===== src/rtl/core/lpg_pkg.sv =====
`timescale 1ns / 1ps
// ----------------------------------------------------------------------------
// lpg_pkg
// Shared types and constants for the line pixel generator.
// ----------------------------------------------------------------------------
package lpg_pkg;

    localparam int COORD_W      = 6;
    localparam int TILE_SIZE_DEF = 64;
    localparam int ERR_W        = COORD_W + 3;
    localparam int S_DATA_W     = 4 * COORD_W;
    localparam int M_DATA_W     = ((2 * COORD_W + 7) / 8) * 8;

    typedef logic [COORD_W-1:0] coord_t;

    typedef enum logic [1:0]
    {
        ST_IDLE,
        ST_SWAP,
        ST_ORDER,
        ST_DRAW
    } lpg_state_t;

    typedef struct packed
    {
        logic load;
        logic swap;
        logic order;
        logic emit;
    } lpg_cmd_t;

    typedef struct packed
    {
        logic line_end;
        logic out_free;
    } lpg_status_t;

endpackage


===== src/rtl/core/lpg_ctrl.sv =====
`timescale 1ns / 1ps
// ----------------------------------------------------------------------------
// lpg_ctrl
// Sequencer: capture endpoints, swap axes, order endpoints, step the line.
// ----------------------------------------------------------------------------
module lpg_ctrl
(
    input  logic                 clk,
    input  logic                 rst_n,
    input  logic                 s_tvalid,
    output logic                 s_tready,
    input  lpg_pkg::lpg_status_t status,
    output lpg_pkg::lpg_cmd_t    cmd
);

    lpg_pkg::lpg_state_t state_reg;
    lpg_pkg::lpg_state_t state_next;

    always_ff @(posedge clk or negedge rst_n)
    begin
        if (!rst_n)
        begin
            state_reg <= lpg_pkg::ST_IDLE;
        end
        else
        begin
            state_reg <= state_next;
        end
    end

    always_comb
    begin
        state_next = state_reg;
        unique case (state_reg)
            lpg_pkg::ST_IDLE:
            begin
                if (s_tvalid)
                begin
                    state_next = lpg_pkg::ST_SWAP;
                end
            end
            lpg_pkg::ST_SWAP:
            begin
                state_next = lpg_pkg::ST_ORDER;
            end
            lpg_pkg::ST_ORDER:
            begin
                state_next = lpg_pkg::ST_DRAW;
            end
            lpg_pkg::ST_DRAW:
            begin
                if (status.out_free && status.line_end)
                begin
                    state_next = lpg_pkg::ST_IDLE;
                end
            end
            default:
            begin
                state_next = lpg_pkg::ST_IDLE;
            end
        endcase
    end

    always_comb
    begin
        s_tready  = 1'b0;
        cmd       = '0;
        unique case (state_reg)
            lpg_pkg::ST_IDLE:
            begin
                s_tready = 1'b1;
                cmd.load = s_tvalid;
            end
            lpg_pkg::ST_SWAP:
            begin
                cmd.swap = 1'b1;
            end
            lpg_pkg::ST_ORDER:
            begin
                cmd.order = 1'b1;
            end
            lpg_pkg::ST_DRAW:
            begin
                cmd.emit = status.out_free;
            end
            default:
            begin
                cmd = '0;
            end
        endcase
    end

endmodule


===== src/rtl/core/lpg_datapath.sv =====
`timescale 1ns / 1ps
// ----------------------------------------------------------------------------
// lpg_datapath
// Endpoint registers, error accumulator and pixel output register.
// ----------------------------------------------------------------------------
module lpg_datapath
#(
    parameter int TILE_SIZE = lpg_pkg::TILE_SIZE_DEF
)
(
    input  logic                 clk,
    input  logic                 rst_n,
    input  lpg_pkg::coord_t      start_x,
    input  lpg_pkg::coord_t      start_y,
    input  lpg_pkg::coord_t      end_x,
    input  lpg_pkg::coord_t      end_y,
    input  lpg_pkg::lpg_cmd_t    cmd,
    output lpg_pkg::lpg_status_t status,
    output lpg_pkg::coord_t      pixel_x,
    output lpg_pkg::coord_t      pixel_y,
    output logic                 last_pixel,
    output logic                 out_valid,
    input  logic                 out_ready
);

    localparam lpg_pkg::coord_t COORD_MAX = lpg_pkg::COORD_W'(TILE_SIZE - 1);

    function automatic lpg_pkg::coord_t clamp(input lpg_pkg::coord_t v);
        clamp = (v > COORD_MAX) ? COORD_MAX : v;
    endfunction

    function automatic lpg_pkg::coord_t abs_diff(input lpg_pkg::coord_t a,
                                                 input lpg_pkg::coord_t b);
        abs_diff = (a >= b) ? (a - b) : (b - a);
    endfunction

    lpg_pkg::coord_t ax_reg, ay_reg, bx_reg, by_reg;
    logic            steep_reg;
    lpg_pkg::coord_t major_reg, minor_reg, end_reg;
    lpg_pkg::coord_t d_major_reg;
    logic [lpg_pkg::COORD_W:0] step_err_reg;
    logic            up_reg;
    logic signed [lpg_pkg::ERR_W-1:0] err_reg;
    lpg_pkg::coord_t px_reg, py_reg;
    logic            last_reg;
    logic            valid_reg;

    lpg_pkg::coord_t dx, dy;
    logic            steep;
    logic            flip;
    lpg_pkg::coord_t o_major, o_minor, o_end, o_other;
    lpg_pkg::coord_t d_minor;
    logic signed [lpg_pkg::ERR_W-1:0] err_sum;
    logic signed [lpg_pkg::ERR_W-1:0] d_major_s;
    logic            err_over;

    assign dx    = abs_diff(ax_reg, bx_reg);
    assign dy    = abs_diff(ay_reg, by_reg);
    assign steep = dx < dy;

    assign flip    = ax_reg > bx_reg;
    assign o_major = flip ? bx_reg : ax_reg;
    assign o_minor = flip ? by_reg : ay_reg;
    assign o_end   = flip ? ax_reg : bx_reg;
    assign o_other = flip ? ay_reg : by_reg;
    assign d_minor = abs_diff(o_other, o_minor);

    assign d_major_s = $signed({{(lpg_pkg::ERR_W - lpg_pkg::COORD_W){1'b0}}, d_major_reg});
    assign err_sum   = err_reg
                     + $signed({{(lpg_pkg::ERR_W - lpg_pkg::COORD_W - 1){1'b0}}, step_err_reg});
    assign err_over  = err_sum > d_major_s;

    always_ff @(posedge clk)
    begin
        if (cmd.load)
        begin
            ax_reg <= clamp(start_x);
            ay_reg <= clamp(start_y);
            bx_reg <= clamp(end_x);
            by_reg <= clamp(end_y);
        end
        else if (cmd.swap)
        begin
            steep_reg <= steep;
            if (steep)
            begin
                ax_reg <= ay_reg;
                ay_reg <= ax_reg;
                bx_reg <= by_reg;
                by_reg <= bx_reg;
            end
        end

        if (cmd.order)
        begin
            major_reg    <= o_major;
            minor_reg    <= o_minor;
            end_reg      <= o_end;
            d_major_reg  <= o_end - o_major;
            step_err_reg <= {d_minor, 1'b0};
            up_reg       <= o_other > o_minor;
            err_reg      <= '0;
        end
        else if (cmd.emit)
        begin
            major_reg <= major_reg + 1'b1;
            if (err_over)
            begin
                minor_reg <= up_reg ? (minor_reg + 1'b1) : (minor_reg - 1'b1);
                err_reg   <= err_sum - (d_major_s <<< 1);
            end
            else
            begin
                err_reg <= err_sum;
            end
        end

        if (cmd.emit)
        begin
            px_reg   <= steep_reg ? minor_reg : major_reg;
            py_reg   <= steep_reg ? major_reg : minor_reg;
            last_reg <= major_reg == end_reg;
        end
    end

    always_ff @(posedge clk or negedge rst_n)
    begin
        if (!rst_n)
        begin
            valid_reg <= 1'b0;
        end
        else if (cmd.emit)
        begin
            valid_reg <= 1'b1;
        end
        else if (out_ready)
        begin
            valid_reg <= 1'b0;
        end
    end

    assign status.line_end = major_reg == end_reg;
    assign status.out_free = !valid_reg || out_ready;

    assign pixel_x    = px_reg;
    assign pixel_y    = py_reg;
    assign last_pixel = last_reg;
    assign out_valid  = valid_reg;

endmodule


===== src/rtl/core/line_pixel_generator_unit.sv =====
`timescale 1ns / 1ps
// ----------------------------------------------------------------------------
// line_pixel_generator_unit
// Bresenham line rasteriser for a square tile of TILE_SIZE coordinates.
// ----------------------------------------------------------------------------
// Slave channel: one item holds two endpoints; coordinates at or above
// TILE_SIZE saturate to TILE_SIZE - 1. Master channel: one item per pixel,
// in order of increasing major coordinate, tlast on the final pixel.
// The endpoints are accepted, then the sequencer swaps the axes, orders
// the endpoints and takes the first step, which registers the first pixel.
// Throughput: a line of N pixels (1 to 64) is stepped out at one pixel per
// cycle while the master side does not stall; a new item is taken only
// once the final pixel of the line is in the output register, since the
// single error accumulator and minor-axis counter serve one line at a time.
// A stall on the master side holds the output register and freezes the
// stepping loop; once the final pixel sits in the output register the
// next item is accepted while that pixel waits.
// Reset clears the sequencer and the output valid flag; no line is in
// progress afterwards and s_tready is high.
// ----------------------------------------------------------------------------
module line_pixel_generator_unit
#(
    parameter int TILE_SIZE = lpg_pkg::TILE_SIZE_DEF
)
(
    input  logic                          clk,
    input  logic                          rst_n,
    input  logic                          s_tvalid,
    output logic                          s_tready,
    input  logic [lpg_pkg::S_DATA_W-1:0]  s_tdata,  // start_x, start_y, end_x, end_y
    output logic                          m_tvalid,
    input  logic                          m_tready,
    output logic [lpg_pkg::M_DATA_W-1:0]  m_tdata,  // pixel_x, pixel_y, zero fill
    output logic                          m_tlast   // last_pixel
);

    localparam int CW = lpg_pkg::COORD_W;

    lpg_pkg::lpg_cmd_t    cmd;
    lpg_pkg::lpg_status_t status;
    lpg_pkg::coord_t      pixel_x;
    lpg_pkg::coord_t      pixel_y;

    lpg_ctrl u_ctrl
    (
        .clk      (clk),
        .rst_n    (rst_n),
        .s_tvalid (s_tvalid),
        .s_tready (s_tready),
        .status   (status),
        .cmd      (cmd)
    );

    lpg_datapath
    #(
        .TILE_SIZE (TILE_SIZE)
    )
    u_datapath
    (
        .clk        (clk),
        .rst_n      (rst_n),
        .start_x    (s_tdata[CW-1:0]),
        .start_y    (s_tdata[2*CW-1:CW]),
        .end_x      (s_tdata[3*CW-1:2*CW]),
        .end_y      (s_tdata[4*CW-1:3*CW]),
        .cmd        (cmd),
        .status     (status),
        .pixel_x    (pixel_x),
        .pixel_y    (pixel_y),
        .last_pixel (m_tlast),
        .out_valid  (m_tvalid),
        .out_ready  (m_tready)
    );

    assign m_tdata = {{(lpg_pkg::M_DATA_W - 2 * CW){1'b0}}, pixel_y, pixel_x};

endmodule


===== config.mk =====
export PLATFORM = sky130hd
export DESIGN_NAME = line_pixel_generator_unit
export DESIGN_NICKNAME = d
export VERILOG_FILES = /design/src/rtl/core/lpg_pkg.sv /design/src/rtl/core/lpg_ctrl.sv /design/src/rtl/core/lpg_datapath.sv /design/src/rtl/core/line_pixel_generator_unit.sv
export SDC_FILE = /design/constraint.sdc
export NUM_CORES = 1
export LEC_CHECK = 0
export BUFFER_PORTS_ARGS = -buffer_cell sky130_fd_sc_hd__buf_2
export CORE_MARGIN = 1.5
export CORE_UTILIZATION = 30
export CTS_CLUSTER_SIZE = 14
export DETAILED_ROUTE_END_ITERATION = 8
export GPL_ROUTABILITY_DRIVEN = 0
export HOLD_SLACK_MARGIN = 0.05
export PLACE_DENSITY_LB_ADDON = 0.12
export REMOVE_ABC_BUFFERS = 1
export SLEW_MARGIN = 0
export SYNTH_ARGS = -nofsm -noshare
export SYNTH_HDL_FRONTEND = slang
export SYNTH_HIERARCHICAL = 1
export SYNTH_SLANG_ARGS = --single-unit

===== constraint.sdc =====
create_clock -name clk -period 5.3 [get_ports clk]
set_input_delay 0.265 -clock clk [delete_from_list [all_inputs] [get_ports clk]]
set_output_delay 0.265 -clock clk [all_outputs]
set_load 0.05 [all_outputs]

Word-level counts from Yosys, hierarchy flattened
Cells that the tools add are included.

operators by class
  bitwise logic cells = 1
  equality and inequality tests = 6
  muxes and demuxes = 42
  add/subtract/negate cells = 12
  magnitude comparators = 11
  reduce and logical (&&, ||, !) cells = 13

operators with widths
  cell                                                                      number
  6-bit 2-to-1 mux                                                          31
  6-bit subtractor                                                          7
  6-bit > comparator (second input constant)                                4
  6-bit greater-or-equal comparator                                         3
  6-bit by 1-bit adder with 6-bit output (second input constant)            2
  6-bit > comparator                                                        2
  2-bit nonzero test                                                        5
  9-bit by 8-bit adder with 9-bit output                                    1
  9-bit by 7-bit > comparator with 1-bit output                             1
  9-bit 2-to-1 mux                                                          1
  9-bit by 8-bit subtractor with 9-bit output                               1
  2-bit one-hot mux with 4 select lines                                     1
  2-bit AND reduction                                                       4
  1-bit 2-to-1 mux                                                          7
  6-bit equality test                                                       1
  6-bit < comparator                                                        1
  6-bit by 1-bit subtractor with 6-bit output (second input constant)       1
  2-bit equality test (second input constant)                               2
  2-bit 2-to-1 mux                                                          2
  2-bit by 1-bit equality test with 1-bit output (second input constant)    1
  2-bit zero test                                                           1
  2-bit by 1-bit inequality test with 1-bit output (second input constant)  1
  2-bit inequality test (second input constant)                             1
  1-bit logical AND                                                         1
  3 further kinds                                                           3

word-level totals
  output and inout bits = 19
  input port bits = 28
  register bits = 81
  word-level logic and storage cells = 102

Logic depth before layout (Yosys ltp)
  depth after elaboration = 6
  depth in mapped cells = 16
  gate-level depth less buffers = 16

Modules after synthesis
Netlist, hierarchy kept.

by module, submodules not included
  module                     area each (µm²)  sequential area each (µm²)  cells each  instances
  lpg_datapath               5990.7           2257.2                      629         1
  lpg_ctrl                   171.4            50.0                        15          1
  line_pixel_generator_unit  33.8             0.0                         5           1

Least setup slack after synthesis
No wires, ideal clock.

  kind = reg2reg
  start = register u_datapath.ax_reg[0]
  end = register u_datapath.ax_reg[0] (enable)
  clock period less this slack = 4.602 ns
  library setup time = 0.380 ns
  arrival = 4.222 ns
  required time = 4.920 ns
  stages on the path, launching flop included = 17
  path buffers = 0
  setup slack = 0.698 ns
  cells stage by stage = edfxtp_1 inv_1 ha_1 inv_1 fa_1 a211oi_1 o21bai_1 or2_2 a21oi_1 mux2_2 ha_1 a21o_1 a21o_1 a21o_1 a21o_1 a21oi_1 a21o_1

between the ends
  longest elaborated chain between the ends = 5
  elaborated cells on any way between the ends = 7
  those cells by class = add/sub: 2; order compare: 2; mux: 1; reduce/logical: 2

RTL lines
  item                                                                   RTL line            RTL
  start, declared                                                        lpg_datapath.sv:37  lpg_pkg::coord_t ax_reg, ay_reg, bx_reg, by_reg;
  start signal, assigned                                                 lpg_datapath.sv:77  ax_reg <= clamp(start_x);
  start signal, assigned                                                 lpg_datapath.sv:87  ax_reg <= ay_reg;
  6-bit subtractor or 6-bit greater-or-equal comparator (tied branches)  lpg_datapath.sv:34  abs_diff = (a >= b) ? (a - b) : (b - a);
  6-bit 2-to-1 mux (*)                                                   lpg_datapath.sv:34
  6-bit < comparator (*)                                                 lpg_datapath.sv:59  assign steep = dx < dy;
  via u_datapath.steep                                                   lpg_datapath.sv:49  logic steep;
  2-bit nonzero test (no source line) (*)                                n/a
  2-bit AND reduction (no source line) (*)                               n/a

The timed path passes the listed nets; every way through them passes the cells marked *.
A chain may end at the register's enable or synchronous reset.

Final worst setup path
  start = register u_datapath.ay_reg[0]
  end = register u_datapath.by_reg[0] (enable)

between the ends
  longest elaborated chain between the ends = 5
  elaborated cells on any way between the ends = 7
  those cells by class = add/sub: 2; order compare: 2; mux: 1; reduce/logical: 2

RTL lines
  item                                                                   RTL line            RTL
  start, declared                                                        lpg_datapath.sv:37
  start signal, assigned                                                 lpg_datapath.sv:78  ay_reg <= clamp(start_y);
  start signal, assigned                                                 lpg_datapath.sv:88  ay_reg <= ax_reg;
  6-bit subtractor or 6-bit greater-or-equal comparator (tied branches)  lpg_datapath.sv:34
  6-bit 2-to-1 mux (*)                                                   lpg_datapath.sv:34
  6-bit < comparator (*)                                                 lpg_datapath.sv:59
  via u_datapath.steep                                                   lpg_datapath.sv:49
  2-bit nonzero test (no source line) (*)                                n/a
  2-bit AND reduction (no source line) (*)                               n/a
  end signal, assigned                                                   lpg_datapath.sv:80  by_reg <= clamp(end_y);
  end signal, assigned                                                   lpg_datapath.sv:90  by_reg <= bx_reg;
  end, declared                                                          lpg_datapath.sv:37

Marks and branches as above.

==> results.md <==
- Gate Count Post-Synth: 649
- Final Skew: 9.671 ps
- Diodes inserted: 0
- Nets: 778
- Final ANT Viol Nets: 0
- PortBufs: 42
- Sequential-to-total area share from yosys stat: 37.24%
- Metal3 WL: 880 um
- FMAX: 209.1 MHz
- Largest net degree at the start of global routing: 49
- Ys async rst share: 3.750%
- Clock sink count: 80
- Fin Setup TNS: 0 ps
- Fillers: 2046
- Yosys top cell area share: 33.44%
- Met2 WL: 7473 um
- Endpoints failing setup: 0
- GRT Util Overall: 16.11%
- Post-synth top area cell: edfxtp_1
- Tcrit/Tclk final: 90.25%
- Arrival time at the worst endpoint: 4820 ps
- Worst Setup End Kind: register
- Multi-input combinational cell area: 0.003555 mm^2
- RSZ-0062 raised after global routing: false
- Clock period minus worst slack: 4783 ps
- Worst hold-check path type: in2reg
- Max reg flops: 8
- Most common cell in the netlist: edfxtp_1
- Root Driver: clkbuf_16
- Synthesis Warnings: 6
- Num ports: 47
- Post-synth top cells: edfxtp_1 (69), nand2_1 (62), ha_1 (56), inv_1 (52), o21ai_0 (48)
- P&R area growth vs syn: 13.27%
- Yosys cell types: 67
- Vias in the first global route: 4887
- Htree depth: 3
- Grt ovf: 0
- Final hold vios: 0
- CTS Hold Bufs: 1
- # DRC: 0
- Die Height: 146.7 um
- Initial antenna violation count: 0
- Required @ worst endpoint: 5340 ps
- Total length of routed wires: 17010 um
- Post-Syn Area: 0.006196 mm^2
- Via Count: 5031
- Max-slew violations: 0
- CORE AREA: 0.02023 mm^2
- DRT iter0 DRCs: 497
- M1 wire length: 8106 um
- First-pass GRT wire length: 26840 um
- DRT Pass-1 Iters: 5
- Post-CTS Setup Inserts: 0
- Max layer used: met4
- Crit path max fanout: 12
- CTS clk-pin slew, worst paths: 70 ps
- CTS max path bufs: 2
- Starting Density: 30.62%
- Die Width: 146.7 um
- Maxcap violations: 0
- Status: finished clean
- Post-synth EDFFs: 69
- Synth top area cells: edfxtp_1 (33%), ha_1 (11%), o21ai_0 (3.9%), mux2_2 (3.8%), xnor2_1 (3.8%)
- Worst-Margin Slew: 941.5 ps
- Post-CTS sizing: 0
- Share of post-route cells with drive strength above 1: 15.03%
- Setup CP Type: reg2reg
- Dpl hpwl: 13200 um
- Via/cell ratio: 5.230
- Average wire per standard cell: 17.68 um
- Std cell rows: 52
- Syn avg cell area: 9.547 um^2
- Sequential Area: 0.002307 mm^2
- Synth Register Bits: 80
- Number of buffers created by CTS: 9
- CTS tree: done
- Primary FF master, synth: edfxtp_1
- Die ar.: 0.02152 mm^2
- Headroom to the max-slew limit: 37.23%
- Startpoint Class: register
- Worst skew pair latency: 350 ps
[final cells by class]
cell class | instances | share of cell area [%]
Tap cell | 270 | 4.814
Clock buffer | 9 | 3.209
Timing Repair Buffer | 54 | 4.314
Sequential cell | 80 | 32.88
Multi-Input combinational cell | 490 | 50.65
Inverter | 52 | 2.781
Clock inverter | 7 | 1.355
[cell families after synthesis]
group	synth area share (%)
AO/OA/AOI/OAI	18.92
flip-flops	37.24
adder cells (fa/ha/maj)	13.57
multiplexers	6.725
buffers and inverters	5.634
AND/OR/NAND/NOR	12.90
other	0.06052
XOR/XNOR	4.948
[path summary, 6_finish.rpt]
path                                        from                    end  slack [ps]  cells past startpoint
hold reg to reg            u_datapath/err_reg[6]  u_datapath/err_reg[6]         480                      2
max in group asynchronous                  rst_n    u_ctrl/state_reg[1]        4940                      2
min in group asynchronous                  rst_n   u_datapath/out_valid         250                      2
setup reg to reg            u_datapath/ay_reg[0]   u_datapath/by_reg[0]         520                     15
setup / recovery            u_datapath/ay_reg[0]   u_datapath/by_reg[0]         520                     15
hold / removal                       s_tdata[10]   u_datapath/ay_reg[4]         200                      3
[layer usage]
| metal | vias up | GRT usage [%] |
|---|---|---|
| met2 | 161 | 24.34 |
| met5 | - | 0 |
| met1 | 2392 | 22.57 |
| met4 | 0 | 7.727 |
| li1 | 2447 | - |
| met3 | 31 | 2.329 |
[cells in the final DEF (no fill, tap or decap), types with 5 or more instances in the layout]
cell,count
o21bai_1,6
nor4_1,8
nand3_1,14
xor2_1,8
a22oi_1,5
a31oi_1,9
mux2i_1,15
nand2_1,62
o21ai_0,48
a21o_1,13
a21oi_1,39
a211oi_1,11
nor2_1,42
dfxtp_1,8
o221ai_1,5
buf_4,11
o21a_1,8
ha_1,55
edfxtp_1,69
mux2_2,21
fa_1,7
nor3_1,10
buf_2,42
inv_1,52
xnor2_1,27
clkbuf_16,9
nor2b_1,6
and2_1,5
[per-stage QoR]
step	setup slack, ps	hold slack [ps]	util [%]	instance area, um^2	instances
finish	517.0	198.4	34.68	7018	962
global route	238.2	208.2	34.68	7018	962
CTS	547.6	183.5	34.68	7018	962
detailed placement	545.8	67.33	33.05	6688	945
global placement	688.3	64.11	33.05	6688	945
floorplan	698.3	-30.59	-	6053	622
[worst max-delay path, cell delays in order, from the launching register on]
cell,delay (ps)
edfxtp_1,480
inv_1,160
ha_1,190
inv_1,60
fa_1,390
a21oi_1,220
o21ai_0,130
a211o_1,480
mux2_4,350
a221o_1,380
and3_1,190
or4_1,500
ha_1,280
a21oi_1,230
a21o_1,200
buf_4,230
Power is left out: the tool's default activity adds up to more than one toggle a clock period on the data nets, which glitch-free logic cannot reach.
